File: config.mk
export PLATFORM = sky130hd
export DESIGN_NAME = vmc_sqrt_cell
export DESIGN_NICKNAME = d
export VERILOG_FILES = /design/src/sv/assert_macros.svh /design/src/sv/vmc_pkg.sv /design/src/sv/vmc_sqrt_cell.sv
export SDC_FILE = /design/constraint.sdc
export NUM_CORES = 1
export LEC_CHECK = 0
export ABC_AREA = 1
export CAP_MARGIN = 20
export CORE_MARGIN = 2
export CORE_UTILIZATION = 25
export CTS_CLUSTER_DIAMETER = 40
export DETAILED_ROUTE_END_ITERATION = 16
export DONT_BUFFER_PORTS = 1
export GPL_TIMING_DRIVEN = 1
export PLACE_DENSITY_LB_ADDON = 0.2
export SYNTH_ARGS = -nofsm -noshare
export SYNTH_HDL_FRONTEND = slang
export SYNTH_SLANG_ARGS = --single-unit
File: constraint.sdc
create_clock -name clk -period 2.5 [get_ports clk]
set_input_delay 0.25 -clock clk [delete_from_list [all_inputs] [get_ports clk]]
set_output_delay 0.25 -clock clk [all_outputs]
set_load 0.02 [all_outputs]
File: src/sv/assert_macros.svh
// assertion macros used by the clamp unit top level
// expects clk and rst_n in the scope of each use
`ifndef ASSERT_MACROS_SVH
`define ASSERT_MACROS_SVH
`ifndef NO_ASSERTIONS
// checked only out of reset
`define VMC_ASSERT(lbl, prop, msg) \
  lbl: assert property (@(posedge clk) disable iff (!rst_n) prop) else $error(msg);
// checked at every edge, reset included
`define VMC_ASSERT_ANY(lbl, prop, msg) \
  lbl: assert property (@(posedge clk) prop) else $error(msg);
`else
`define VMC_ASSERT(lbl, prop, msg)
`define VMC_ASSERT_ANY(lbl, prop, msg)
`endif
`endif

File: src/sv/vmc_pkg.sv
// shared widths, pipeline types and helpers of the vector magnitude clamp
// no dependencies
package vmc_pkg;

  localparam int COMP_W     = 24;
  localparam int MAXM_W     = 23;
  localparam int SQ_W       = 47;
  localparam int SUM_W      = 48;
  localparam int ROOT_W     = 24;
  localparam int REM_W      = 26;
  localparam int PROD_W     = 47;
  localparam int QUO_W      = 23;
  localparam int SQRT_STEPS = 24;
  localparam int DIV_STEPS  = 23;

  localparam logic [MAXM_W-1:0] MAXM_RESET = 23'd65536;

  // control and original data travelling with an item
  typedef struct packed {
    logic                         vld;
    logic                         invalid;
    logic                         over;
    logic [2:0][COMP_W-1:0]       comp;
  } vmc_ctl_t;

  // square root working set: radicand shifts out two bits per cell
  typedef struct packed {
    logic [SUM_W-1:0]  rad;
    logic [REM_W-1:0]  rem;
    logic [ROOT_W-1:0] root;
  } vmc_sqrt_t;

  // divider working set: dividend low bits shift out as quotient bits shift in
  typedef struct packed {
    logic [ROOT_W-1:0]            len;
    logic [2:0][ROOT_W-1:0]       rem;
    logic [2:0][QUO_W-1:0]        dq;
  } vmc_div_t;

  // magnitude of a signed component, 2^23 included
  function automatic logic [COMP_W-1:0] vmc_abs(input logic [COMP_W-1:0] c);
    vmc_abs = c[COMP_W-1] ? (~c + 1'b1) : c;
  endfunction

endpackage

File: src/sv/vmc_sqrt_cell.sv
// one cell of the square root chain: one root bit per cell
// depends on vmc_pkg
module vmc_sqrt_cell (
  input  logic               clk,
  input  logic               rst_n,
  input  logic               adv,
  input  vmc_pkg::vmc_ctl_t  ctl_i,
  input  vmc_pkg::vmc_sqrt_t sq_i,
  output vmc_pkg::vmc_ctl_t  ctl_o,
  output vmc_pkg::vmc_sqrt_t sq_o
);
  import vmc_pkg::*;

  vmc_ctl_t           ctl_r;
  vmc_sqrt_t          sq_r;
  vmc_sqrt_t          sq_nxt;
  logic [REM_W+1:0]   cur;
  logic [REM_W+1:0]   trial;
  logic [REM_W+1:0]   diff;
  logic               ge;

  // trial subtract of 4*root+1 from the remainder with two new bits
  always_comb begin
    cur         = {sq_i.rem, sq_i.rad[SUM_W-1 -: 2]};
    trial       = {2'b00, sq_i.root, 2'b01};
    diff        = cur - trial;
    ge          = (cur >= trial);
    sq_nxt.rad  = {sq_i.rad[SUM_W-3:0], 2'b00};
    sq_nxt.rem  = ge ? diff[REM_W-1:0] : cur[REM_W-1:0];
    sq_nxt.root = {sq_i.root[ROOT_W-2:0], ge};
  end

  // valid bit
  always_ff @(posedge clk) begin
    if (!rst_n) begin
      ctl_r.vld <= 1'b0;
    end else if (adv) begin
      ctl_r.vld <= ctl_i.vld;
    end
  end

  // payload
  always_ff @(posedge clk) begin
    if (adv) begin
      ctl_r.invalid <= ctl_i.invalid;
      ctl_r.over    <= ctl_i.over;
      ctl_r.comp    <= ctl_i.comp;
      sq_r          <= sq_nxt;
    end
  end

  assign ctl_o = ctl_r;
  assign sq_o  = sq_r;

endmodule

---- After elaboration in Yosys (flattened, before gate mapping) ----
Index checks and enable logic that the tools add are counted.
word-level totals
  register bits after elaboration ......... 171
  logic and storage cells ................. 12
operators by class
  muxes and demuxes ....................... 1
  $add $sub $neg .......................... 1
  $lt $le $gt $ge ......................... 1
operators with widths
  cell              number
  $ge A28 B26 Y1    1
  $mux W26          1
  $sub A26 B26 Y26  1

---- Longest topological paths before layout ----
  depth after elaboration ................. 2
  mapped depth ............................ 14
  depth with buffers taken out ............ 14

---- Worst setup path after synthesis ----
Ideal clock, no wire load.
  path type ............................... input to register
  from .................................... input port sq_i[12] (netlist bit)
  to ...................................... register sq_r (netlist bit sq_o[39]) (data pin)
  setup slack ............................. 0.607 ns
  cell stages on the path ................. 14
  buffers on the path ..................... 2
  library setup time ...................... 0.253 ns
  data arrival time ....................... 1.641 ns
  cells stage by stage .................... inv_1 -> ha_1 -> nand2_2 -> inv_1 -> nand2_1 -> nand2_1 -> nand2_1 -> nand2_1 -> a21oi_4 -> nand3_2 -> buf_6 -> buf_8 -> nand2_1 -> nand2_1
RTL lines
  what                    RTL line             RTL
  start: declaration      vmc_sqrt_cell.sv:8   input vmc_pkg::vmc_sqrt_t sq_i,
  end signal: assignment  vmc_sqrt_cell.sv:48  sq_r <= sq_nxt;
  end: declaration        vmc_sqrt_cell.sv:15  vmc_sqrt_t sq_r;

==> flow_summary_export.csv <==
group,metric,value,unit
power_and_ir_drop,p_leak,4.300,nW
finish,diodes,0,
synth,syn_avg_cell_area,11.19,µm²
finish,syn_to_final_growth,33.33,%
sta,period_share,70.53,%
critical_path,arrival,1.92,ns
cts,cts_root_buffer,"clkbuf_16",
synth,synth_top_area_share,67.08,%
critical_path,crit_fanout,23,
sta,finalHoldViolations,0,
critical_path,critPathLaunch,"sq_i[9]",
critical_path,start_kind,"primary input",
routing,firstDrtPassIters,4,
synth,async_flop_share,0,%
routing,post_drt_wl_per_cell,18.55,µm
power_and_ir_drop,ir_worst_vdd,0.4204,mV
cts,htree_num_levels,4,
sta,whs,0.04033,ns
hold_path,min_path_type,"primary input to register",
synth,yosysWarnings,0,
finish,fin_util,34.05,%
floorplan,dieArea,31850,µm²
routing,via_per_inst,4.129,
sta,rsz0062_at_grt,"false",
critical_path,crit_path_end,"sq_o[38]",
cts,cts_resized,0,
cts,cts_buffers,17,
routing,via_count,5141,
synth,synth_edf_count,170,
grt,grt_pass1_vias,5419,
synth,yosys_most_used_dff,"edfxtp_1",
cts,cts_hold_buf,145,
grt,overflow,0,
critical_path,worstSetupPathType,"primary input to register",
synth,synthCells,680,
cts,post_cts.repair.setup_buffers,0,
grt,track_usage,13.70,%
placed_design,portBuffers,0,
finish,drive_gt1_share,6.433,%
critical_path,r2r_start,"ctl_o[74]",
synth,synthesis.area,7610,µm²
critical_path,required,2.65,ns
routing,antenna_left,0,
sta,setup_violations,0,
cts,clock_path_buffers,2,
floorplan,std_cell_rows,63,
run_status,status,"finished clean",
sta,fin_skew,0,ns
routing,drt-initial-drc-count,259,
sta,slew_viol_final,0,
grt,grt_pass1_wl,32120,µm
floorplan,io_pins,349,
synth,yosysUniqueCellTypes,33,
sta,finalSetupTns,0,ns
synth,yosys-top-cells-area,"edfxtp_1 67%, nand2_1 10%, inv_1 6.1%",
sta,fmax,567.2,MHz
sta,finalCriticalPeriod,1.763,ns
floorplan,core_area,29800,µm²
synth,ys_seq_area_share,67.35,%
cts,cts_tree,"yes",
synth,yosys.area.top_type,"edfxtp_1",
floorplan,die_y,178.5,µm
grt,grt_max_degree,173,
critical_path,reg2regPathDepth,3,
routing,drc_errors,0,
critical_path,rr_endpoint,"ctl_o[74]",
placed_design,place.gp.congestion,0.8692,
synth,ys_seq_elements,171,
floorplan,die_x,178.5,µm
flow_run,maxCapViolCount,0,
critical_path,reg2reg_slack,1.18,ns
finish,nNetsFinal,1045,
critical_path,crit_path_end_kind,"register",
cts,clock_sinks,171,
cts,insertion_delay,0.42,ns
routing,wl,23100,µm
placed_design,detailed_place_hpwl,16670,µm
floorplan,start_util,25.54,%
cts,clk_pin_slew,0.06,ns
grt,grt_antenna_before_repair,0,
power_and_ir_drop,power_density,719.4,nW/µm²
==> where the power goes <==
part           internal [W]  total [W]  switching (W)
clock               0.00133    0.00259        0.00126
sequential          0.00348    0.00393       0.000451
combinational      0.000352   0.000780       0.000428
total               0.00516    0.00730        0.00214
==> kinds of logic after synthesis <==
kind of cell             share of synthesized area [%]
adder cells (fa/ha/maj)                          4.275
flip-flops                                       67.35
AND/OR/NAND/NOR                                  17.31
buffers and inverters                            7.201
XOR/XNOR                                         1.496
other                                          0.04928
AO/OA/AOI/OAI                                    2.318
==> worst min-delay path by stage <==
stage	cells after the start	to	startpoint
after floorplan	1	ctl_o[74]	adv
after global placement	0	sq_o[70]	sq_i[68]
after detailed placement	0	ctl_o[7]	ctl_i[7]
after CTS	0	sq_o[21]	adv
after global routing	0	sq_o[14]	adv
final	0	sq_o[38]	adv
==> sequential cells by signal (all words and copies together) (netlist names) <==
name,count
sq_o,96
ctl_o,75
==> cells in the final DEF (no fill, tap or decap), drive strengths merged, types with 5 or more instances in the layout <==
cell / instances
clkbuf: 17
clkinv: 10
xor2: 12
nand3: 30
inv: 130
nand4: 21
nand3b: 5
nor2: 31
buf: 6
dlygate4sd3: 147
a21oi: 13
nand2: 209
ha: 26
o21ai: 14
edfxtp: 170
==> synth_stat cells (all sizes together), types with 3 or more instances <==
| master | instances |
|---|---|
| clkinv | 3 |
| inv | 125 |
| o21ai | 14 |
| buf | 6 |
| nand3b | 5 |
| nor2 | 31 |
| nand2 | 209 |
| xor2 | 12 |
| clkbuf | 4 |
| nand3 | 30 |
| nand4 | 21 |
| o21bai | 3 |
| edfxtp | 170 |
| ha | 26 |
| a21oi | 13 |
==> cell type report <==
class	instances	area, µm²
Fill cell	3014	19650
Sequential cell	171	5125
Multi-Input combinational cell	372	1941
Timing Repair Buffer	153	1529
Tap cell	390	488.0
Inverter	128	480.5
Clock buffer	17	425.4
Clock inverter	14	157.7
==> critical path, cell delays in order <==
cell and delay, ns:
inv_1 0.02, ha_1 0.34, nand2_1 0.22, inv_1 0.07, nand2_1 0.06, nand2_1 0.09, inv_1 0.08, nand3_2 0.14
nand2_2 0.11, nand3_2 0.08, buf_4 0.24, nand2_1 0.11, o21ai_0 0.10
==> stage by stage <==
stage | power, W | setup slack (ns) | cells | instance area (µm²)
after global placement | 0.004586 | 0.3048 | 1066 | 8071
after global routing | 0.007602 | 0.6245 | 1245 | 10150
after CTS | 0.007389 | 0.7199 | 1242 | 10110
after detailed placement | 0.004582 | 0.2587 | 1066 | 8071
final | 0.007299 | 0.7369 | 1245 | 10150
after floorplan | 0.004367 | 0.6065 | 681 | 7614
==> metal layers <==
layer,share of wire [%],global-route usage [%]
met4,1.5,4.167
met2,51,25.26
met3,7.5,4.433
met1,40,14.81
met5,0,0
No activity file was read; power rests on OpenSTA's default activity.
