## src/sv/assert_macros.svh

```systemverilog
// assertion macros used by the clamp unit top level
// expects clk and rst_n in the scope of each use
`ifndef ASSERT_MACROS_SVH
`define ASSERT_MACROS_SVH
`ifndef NO_ASSERTIONS
// checked only out of reset
`define VMC_ASSERT(lbl, prop, msg) \
  lbl: assert property (@(posedge clk) disable iff (!rst_n) prop) else $error(msg);
// checked at every edge, reset included
`define VMC_ASSERT_ANY(lbl, prop, msg) \
  lbl: assert property (@(posedge clk) prop) else $error(msg);
`else
`define VMC_ASSERT(lbl, prop, msg)
`define VMC_ASSERT_ANY(lbl, prop, msg)
`endif
`endif

```

## src/sv/vmc_pkg.sv

```systemverilog
// shared widths, pipeline types and helpers of the vector magnitude clamp
// no dependencies
package vmc_pkg;

  localparam int COMP_W     = 24;
  localparam int MAXM_W     = 23;
  localparam int SQ_W       = 47;
  localparam int SUM_W      = 48;
  localparam int ROOT_W     = 24;
  localparam int REM_W      = 26;
  localparam int PROD_W     = 47;
  localparam int QUO_W      = 23;
  localparam int SQRT_STEPS = 24;
  localparam int DIV_STEPS  = 23;

  localparam logic [MAXM_W-1:0] MAXM_RESET = 23'd65536;

  // control and original data travelling with an item
  typedef struct packed {
    logic                         vld;
    logic                         invalid;
    logic                         over;
    logic [2:0][COMP_W-1:0]       comp;
  } vmc_ctl_t;

  // square root working set: radicand shifts out two bits per cell
  typedef struct packed {
    logic [SUM_W-1:0]  rad;
    logic [REM_W-1:0]  rem;
    logic [ROOT_W-1:0] root;
  } vmc_sqrt_t;

  // divider working set: dividend low bits shift out as quotient bits shift in
  typedef struct packed {
    logic [ROOT_W-1:0]            len;
    logic [2:0][ROOT_W-1:0]       rem;
    logic [2:0][QUO_W-1:0]        dq;
  } vmc_div_t;

  // magnitude of a signed component, 2^23 included
  function automatic logic [COMP_W-1:0] vmc_abs(input logic [COMP_W-1:0] c);
    vmc_abs = c[COMP_W-1] ? (~c + 1'b1) : c;
  endfunction

endpackage

```

## src/sv/vmc_div_cell.sv

```systemverilog
// one cell of the divider chain: one quotient bit for all three lanes
// depends on vmc_pkg
module vmc_div_cell (
  input  logic              clk,
  input  logic              rst_n,
  input  logic              adv,
  input  vmc_pkg::vmc_ctl_t ctl_i,
  input  vmc_pkg::vmc_div_t dv_i,
  output vmc_pkg::vmc_ctl_t ctl_o,
  output vmc_pkg::vmc_div_t dv_o
);
  import vmc_pkg::*;

  vmc_ctl_t          ctl_r;
  vmc_div_t          dv_r;
  vmc_div_t          dv_nxt;
  logic [ROOT_W:0]   t;
  logic [ROOT_W:0]   d;
  logic              ge;

  // restoring step per lane, the lanes are independent
  always_comb begin
    dv_nxt.len = dv_i.len;
    dv_nxt.rem = dv_i.rem;
    dv_nxt.dq  = dv_i.dq;
    t          = '0;
    d          = '0;
    ge         = 1'b0;
    for (int i = 0; i < 3; i++) begin
      t             = {dv_i.rem[i], dv_i.dq[i][QUO_W-1]};
      d             = t - {1'b0, dv_i.len};
      ge            = (t >= {1'b0, dv_i.len});
      dv_nxt.rem[i] = ge ? d[ROOT_W-1:0] : t[ROOT_W-1:0];
      dv_nxt.dq[i]  = {dv_i.dq[i][QUO_W-2:0], ge};
    end
  end

  // valid bit
  always_ff @(posedge clk) begin
    if (!rst_n) begin
      ctl_r.vld <= 1'b0;
    end else if (adv) begin
      ctl_r.vld <= ctl_i.vld;
    end
  end

  // payload
  always_ff @(posedge clk) begin
    if (adv) begin
      ctl_r.invalid <= ctl_i.invalid;
      ctl_r.over    <= ctl_i.over;
      ctl_r.comp    <= ctl_i.comp;
      dv_r          <= dv_nxt;
    end
  end

  assign ctl_o = ctl_r;
  assign dv_o  = dv_r;

endmodule
```

## config.mk

```make
export PLATFORM = sky130hd
export DESIGN_NAME = vmc_div_cell
export DESIGN_NICKNAME = d
export VERILOG_FILES = /design/src/sv/assert_macros.svh /design/src/sv/vmc_pkg.sv /design/src/sv/vmc_div_cell.sv
export SDC_FILE = /design/constraint.sdc
export NUM_CORES = 1
export LEC_CHECK = 0
export ABC_CLOCK_PERIOD_IN_PS = 3600
export BUFFER_PORTS_ARGS = -buffer_cell sky130_fd_sc_hd__buf_4
export CORE_AREA = 2 2 189 191
export CTS_CLUSTER_DIAMETER = 60
export DETAILED_ROUTE_END_ITERATION = 8
export DIE_AREA = 0 0 191 193
export PLACE_DENSITY_LB_ADDON = 0.05
export SETUP_SLACK_MARGIN = 0.02
export SYNTH_ARGS = -nofsm -noshare
export SYNTH_HDL_FRONTEND = slang
export SYNTH_SLANG_ARGS = --single-unit
```

## constraint.sdc

```tcl
create_clock -name clk -period 3.6 [get_ports clk]
set_input_delay 0.18 -clock clk [delete_from_list [all_inputs] [get_ports clk]]
set_output_delay 0.18 -clock clk [all_outputs]
set_load 0.02 [all_outputs]
```

**Word-level counts from Yosys, hierarchy flattened**

Cells that the tools add are included.

- Bits in registers: 240
- Output and inout port bits: 240
- Word-level logic and storage cells: 22

- Add/sub/neg operators: 3
- Order comparisons: 3
- Multiplexer cells: 3

Operators by type and width:

| kind | count |
|---|---|
| >= comparator 25 x 24 -> 1 bit | 3 |
| two-way mux 24 bit | 3 |
| subtractor 24 bit | 3 |

**Depth between registers and ports, before layout**

Gate-level depths: netlist of run 1.

- Depth in word-level cells: 2
- Gate-level depth with buffers: 13

**Worst setup path before layout of run 1**

OpenSTA, ideal clock, no wires.

- Path type: input port to flip-flop
- From: input port dv_i[142] (netlist bit)
- To: register dv_r, in the netlist dv_o[85], data pin
- Setup time: 0.260 ns
- Data arrival time: 2.566 ns
- Data required time: 3.340 ns
- Path slack: 0.774 ns
- Stages on the path: 12
- Cells stage by stage: inv_1 -> ha_1 -> nor2b_1 -> o21ai_1 -> o22ai_1 -> a211o_1 -> a31o_2 -> a311oi_2 -> o21a_1 -> buf_2 -> buf_4 -> mux2_2

RTL lines:

| item | RTL line | RTL |
|---|---|---|
| start, declared | vmc_div_cell.sv:8 | `input vmc_pkg::vmc_div_t dv_i,` |
| end signal, assigned | vmc_div_cell.sv:53 | `dv_r <= dv_nxt;` |
| end, declared | vmc_div_cell.sv:15 | `vmc_div_t dv_r;` |

==> results of run 1 <==
-- how the worst max path moves through the flow --
stage | start | end | slack [ns] | cells after the start
after floorplan | dv_i[142] | dv_o[85] | 0.77 | 12
after global placement | dv_i[147] | dv_o[96] | 0.50 | 11
after detailed placement | dv_i[147] | dv_o[104] | 0.42 | 11
after CTS | dv_i[147] | dv_o[104] | 0.45 | 12
after global routing | dv_i[147] | dv_o[97] | 0.25 | 12
final | dv_i[141] | dv_o[89] | 0.42 | 13
-- worst reg2reg max path: cells and delay by family, from the launching register on --
kind / cells / cell delay [ns]
buf+inv: 1 / 0.54
flops: 1 / 0.31
mux: 1 / 0.12
simple gates: 1 / 0.06
-- synth_stat cells, drive strengths merged (4+ instances only) --
library cell / count
and3: 7
nand2b: 10
mux2: 38
a211oi: 6
nor3: 11
a21boi: 4
nor4: 6
nor2: 56
o21bai: 6
nand4: 14
edfxtp: 239
o21a: 6
mux2i: 5
a31oi: 5
a21o: 26
nand3: 16
buf: 5
xor2: 27
o211ai: 6
clkbuf: 17
a21oi: 91
xnor2: 31
nor2b: 12
o21ai: 51
ha: 72
inv: 43
o31ai: 5
nand2: 60
a2111oi: 4
-- what timing repair did --
action / 4_1_cts / 5_1_grt
hold buffers: 236 / 0
endpoints found under the hold margin: 235 / 0
setup buffers: 0 / 0
-- logic make-up (layout without fill, tap and decap cells) --
logic type               after synthesis  in the layout  synth area share (%)
XOR/XNOR                              58             58                  4.30
adder cells (fa/ha/maj)               75             75                  8.13
flip-flops                           240            240                  60.9
AO/OA/AOI/OAI                        231            231                  12.2
multiplexers                          43             43                  4.04
AND/OR/NAND/NOR                      205            205                  8.28
buffers and inverters                 65            826                  2.16
-- power by group through the flow --
stage	Clock [W]	Sequential (W)	Combinational, W
2_1_floorplan	0	0.00394	0.000745
3_3_place_gp	0	0.00356	0.00207
3_5_place_dp	0	0.00357	0.00207
4_1_cts	0.00300	0.00351	0.00230
5_1_grt	0.00312	0.00354	0.00247
6_report	0.00291	0.00351	0.00229
-- state kept, by name, indices dropped and copies added (netlist names) --
signal and cells:
dv_o 165, ctl_o 75
-- layer usage --
| layer | GRT usage [%] | up-vias |
|---|---|---|
| met4 | 4.00 | 0 |
| met2 | 34.1 | 337 |
| met3 | 3.73 | 36 |
| met1 | 25.2 | 4720 |
| li1 | - | 4964 |
| met5 | 0 | - |
-- metrics by stage --
step | hold slack (ns) | worst slack [ns] | instance area (sq um) | instances
finish | 0.0407 | 0.415 | 19400 | 2139
global route | 0.0174 | 0.254 | 19400 | 2139
CTS | 0.000466 | 0.448 | 19400 | 2139
detailed placement | 0.359 | 0.424 | 16000 | 1848
global placement | 0.358 | 0.500 | 16000 | 1848
floorplan | 0.279 | 0.774 | 11800 | 917
-- layout make-up --
| type | instances | share of cell area, % |
|---|---|---|
| sequential | 240 | 37.2 |
| timing repair buffer | 728 | 31.5 |
| clock inverter | 16 | 0.801 |
| inverter | 43 | 0.833 |
| tap | 461 | 2.98 |
| multi-input combinational | 612 | 22.6 |
| clock buffer | 39 | 4.16 |
==> impl_metrics.ini, run 1 <==
[critical_path]
critPathKind = input port to flop
slowest_stage = dlygate4sd3_1
cp_cell_sequence = dlygate4sd3_1 -> buf_4 -> ha_1 -> fa_1 -> nand2b_1 -> a211oi_1 -> o31ai_1 -> a2111oi_0 -> buf_4 -> o21ai_0 -> o2bb2ai_1 -> xnor2_1 -> mux2_2
start_kind = input port
cp_max_fo = 4
setup.worst_path.end_class = flop
slowest_delay_ns = 0.54
crit_family = compound AO/OA/AOI/OAI gates
reg2regPathDepth = 3
critical_path_arrival_ns = 3.49
critical_path_buf_inv_count = 3
r2r_setup_slack_ns = 2.47
r2r_end = ctl_o[74]
crit_path_frequent_cell = buf_4
timing.rr.start = ctl_o[74]
required_ns = 3.91

[timing]
tns_ns = 0
tightest_slew_ns = 0.878
max_freq_mhz = 314
finClkSkew_ns = 0
slew_headroom_pct = 41.5
period_share_pct = 88.5
slew_violations = 0
grt_setup_unrepaired = no
fin_crit_ns = 3.18
hold_viol = 0
setup_viol = 0

[min_path]
min_to = dv_o[23]
min_path_type = input port to flop
holdPathStages = 3
hold_start = dv_i[116]

[clock_tree]
htreeDepth = 1
cts_resized = 0
cts_buffers = 30
clk_latency_ns = 0.55
clkTransAtPathRegs_ns = 0.06
cts_tree = yes
cts.sinks = 240
root_buffer = clkbuf_16
clockBufferDepth = 3

[global_routing]
gr-total-overflow = 0
grt_pass1_wl_microns = 55800
grt_antenna_before_repair = 0
grt_use_total_pct = 19.5
grt_max_degree = 112
grt_pass1_vias = 10000

[final_layout]
drive_gt1_share_pct = 34.8
nets = 1973
final_common_cell = buf_4
area_delta_synth_final_pct = 63.9
multi_input_area_sq_um = 4370
layout_common_cells = 488 x buf_4, 239 x edfxtp_1, 236 x dlygate4sd3_1
diodes = 0
fill_cells = 3013
final_util_pct = 55.4
ff_latch_area_sq_um = 7200

[route]
drt_iter0_drc = 508
drtAntennaViolNets = 0
dr_wl_met3_microns = 2510
vias = 10100
routed_wl_microns = 37700
route.detailed.drc = 0
top_layer_used = met4
wl_met2_microns = 18700
vias_per_cell = 4.70
wire_per_inst_microns = 17.6
m1WireLength_microns = 16000
firstDrtPassIters = 5

[synthesis]
synthesis.area_sq_um = 11800
ys_seq_area_share_pct = 60.9
yosys_warnings = 0
synth_area_leaders = edfxtp_1 61%, ha_1 7.6%, a21oi_1 3.9%, mux2_2 3.6%, xnor2_1 2.3%
synth_top_area_cell = edfxtp_1
synth_cells = 917
synth_cell_types = 55
ys_seq_elements = 240
async_flop_share_pct = 0
yosys_most_used_dff = edfxtp_1
synth_area_per_cell_sq_um = 12.9
synth_top_cell_area_share_pct = 60.7
synth-edff-count = 239
synth.net_count = 1235

[place]
place.gp.congestion = 0.918
dp_hpwl_microns = 28200
port_buffers = 482

[die]
start_util_pct = 33.8
ios = 483
die-area_sq_um = 36900
coreArea_sq_um = 35000
rows = 69
die_y_microns = 193
die_w_microns = 191

[outcome]
status = finished clean

[power]
power.share.clock_pct = 33.4
power_density_nw_per_um2 = 450
sw_frac_of_total_pct = 28.3
power.switching_w = 0.00246
p_leak_nw = 8.29
p_int_w = 0.00625
vdd_drop_max_v = 0.000359
power_frac_comb_pct = 26.3
power_frac_seq_pct = 40.3
totalPowerFinal_w = 0.00871

[run]
max_cap_violations = 0
Note: power is estimated with default switching activity, not from simulation.
==> run 2, diff against run 1 <==
RECOVER_POWER = 50   (was not set)
==> run 2 against run 1 <==
Compared with the run above:
- the run now ends with max-capacitance violations, max-slew violations left
- setup slack got worse by 0.0069 ns
- largest power group unchanged
- final cell count unchanged
- count of clock-buffer cells in the layout unchanged
- clock power about the same
- via count about the same
- largest cell class unchanged
- non-clock buffer count unchanged
- flip-flop and latch count unchanged
- combinational power about the same
- total power decreased by 0.22%
- wire length decreased by 0.32%
- hold slack got worse by 0.0014 ns
- clock skew unchanged
==> impl_metrics.ini, run 2 (synthesis gave the netlist of run 1 again) <==
[clock_tree]
clkTransAtPathRegs_ns = 0.06
clk_latency_ns = 0.55
root_buffer = clkbuf_16
htreeDepth = 1
post_cts_buffers = 0
cts.sinks = 240
cts_buffers = 30
clockBufferDepth = 3
cts_tree = yes

[route]
drtAntennaViolNets = 0
drt_iter0_drc = 563
vias_per_cell = 4.70
routed_wl_microns = 37600
wire_per_inst_microns = 17.6
vias = 10000
firstDrtPassIters = 5
route.detailed.drc = 0

[run]
max_cap_violations = 2

[critical_path]
critical_path_arrival_ns = 3.50
start_kind = input port
cp_max_fo = 4
required_ns = 3.91
r2r_setup_slack_ns = 2.46
slowest_stage = dlygate4sd3_1
critPathKind = input port to flop
path_depth = 13
timing.rr.start = ctl_o[74]
crit_family = compound AO/OA/AOI/OAI gates
reg2regPathDepth = 3
r2r_end = ctl_o[74]
setup.worst_path.end_class = flop
cp_cell_sequence = dlygate4sd3_1 -> clkbuf_1 -> ha_1 -> fa_1 -> nand2b_1 -> a211oi_1 -> o31ai_1 -> a2111oi_0 -> buf_4 -> o21ai_0 -> o2bb2ai_1 -> xnor2_1 -> mux2_2
cp-endpoint = dv_o[89]
critical_path_buf_inv_count = 3
slowest_delay_ns = 0.55
startpoint = dv_i[141]

[die]
coreArea_sq_um = 35000
die_w_microns = 191
start_util_pct = 33.8
die_y_microns = 193
rows = 69
die-area_sq_um = 36900
ios = 483

[power]
power_density_nw_per_um2 = 450
vdd_drop_max_v = 0.000359
p_leak_nw = 8.20

[final_layout]
final_common_cell = buf_4
fin_area_sq_um = 19300
area_delta_synth_final_pct = 63.3
fill_cells = 3034
drive_gt1_share_pct = 33.8
layout_common_cells = 323 x buf_4, 239 x edfxtp_1, 236 x dlygate4sd3_1
multi_input_area_sq_um = 4370
nets = 1973
largest_register_ffs = 165
ff_latch_area_sq_um = 7200
diodes = 0

[timing]
finClkSkew_ns = 0
grt_setup_unrepaired = no
tightest_slew_ns = 2.95
period_share_pct = 88.6
slew_headroom_pct = -96.8
tns_ns = 0
max_freq_mhz = 313
slew_violations = 81
fin_crit_ns = 3.19
hold_viol = 0
setup_viol = 0

[global_routing]
grt_pass1_vias = 10000
grt_max_degree = 112
gr-total-overflow = 0
grt_antenna_before_repair = 0
grt_use_total_pct = 19.5
grt_pass1_wl_microns = 55800

[outcome]
violations = max-capacitance violations, max-slew violations
status = finished with violations

[place]
dpl_cell_area_sq_um = 16000
dp_hpwl_microns = 28200
place.gp.congestion = 0.918
port_buffers = 482

[min_path]
min_path_type = input port to flop
## run 2: cell count changes in the layout (fill, tap and decap cells not counted)
cell / change
clkbuf_4: +149
buf_12: -1
clkbuf_1: +17
buf_4: -165
## run 2: layer usage
| metal | global-route usage [%] | up-vias | wire length (microns) |
|---|---|---|---|
| met1 | 25.2 | 4715 | 15700 |
| li1 | - | 4963 | - |
| met5 | 0 | - | 0 |
| met3 | 3.73 | 32 | 2600 |
| met4 | 4.00 | 0 | 464 |
| met2 | 34.1 | 338 | 18800 |
## run 2: report_power, final
part / total, W / internal [W] / switching (W)
combinational: 0.00226 / 0.00107 / 0.00120
sequential: 0.00352 / 0.00343 / 0.0000814
clock: 0.00291 / 0.00173 / 0.00118
total: 0.00869 / 0.00623 / 0.00246
## run 2: how the worst min path moves through the flow
stage	slack, ns	cells past startpoint	startpoint	endpoint
after floorplan	0.28	0	ctl_i[0]	ctl_o[0]
after global placement	0.36	1	ctl_i[53]	ctl_o[53]
after detailed placement	0.36	1	dv_i[8]	dv_o[9]
after CTS	0.0005	3	dv_i[116]	dv_o[23]
after global routing	0.02	3	dv_i[116]	dv_o[23]
final	0.04	3	dv_i[116]	dv_o[23]
## run 2: what timing repair did
item / CTS / global route
setup endpoints to repair: 0 / 0
hold endpoints to repair: 235 / 0
gates resized for setup: 0 / 0
hold buffers: 236 / 0
## run 2: through the flow
| stage | total power (W) | std cells | setup WS [ns] | hold slack (ns) | utilization (%) |
|---|---|---|---|---|---|
| 2_1_floorplan | 0.00469 | 917 | 0.774 | 0.279 | - |
| 3_3_place_gp | 0.00563 | 1848 | 0.500 | 0.358 | 45.9 |
| 3_5_place_dp | 0.00564 | 1848 | 0.424 | 0.359 | 45.9 |
| 4_1_cts | 0.00882 | 2139 | 0.448 | 0.000466 | 55.4 |
| 5_1_grt | 0.00912 | 2139 | 0.223 | 0.0174 | 55.2 |
| 6_report | 0.00869 | 2139 | 0.409 | 0.0393 | 55.2 |
## run 2: area by class of cell
type,count,area share [%]
Clock inverter,16,0.804
Tap cell,461,2.99
Multi-Input combinational cell,612,22.7
Timing Repair Buffer,728,31.2
Sequential cell,240,37.3
Inverter,43,0.837
Clock buffer,39,4.18
## run 2: worst reg2reg max path, stage by stage, from the launching register on
cell           delay [ns]
dfxtp_1              0.31
mux2i_1              0.12
nor2b_1              0.06
dlygate4sd3_1        0.54
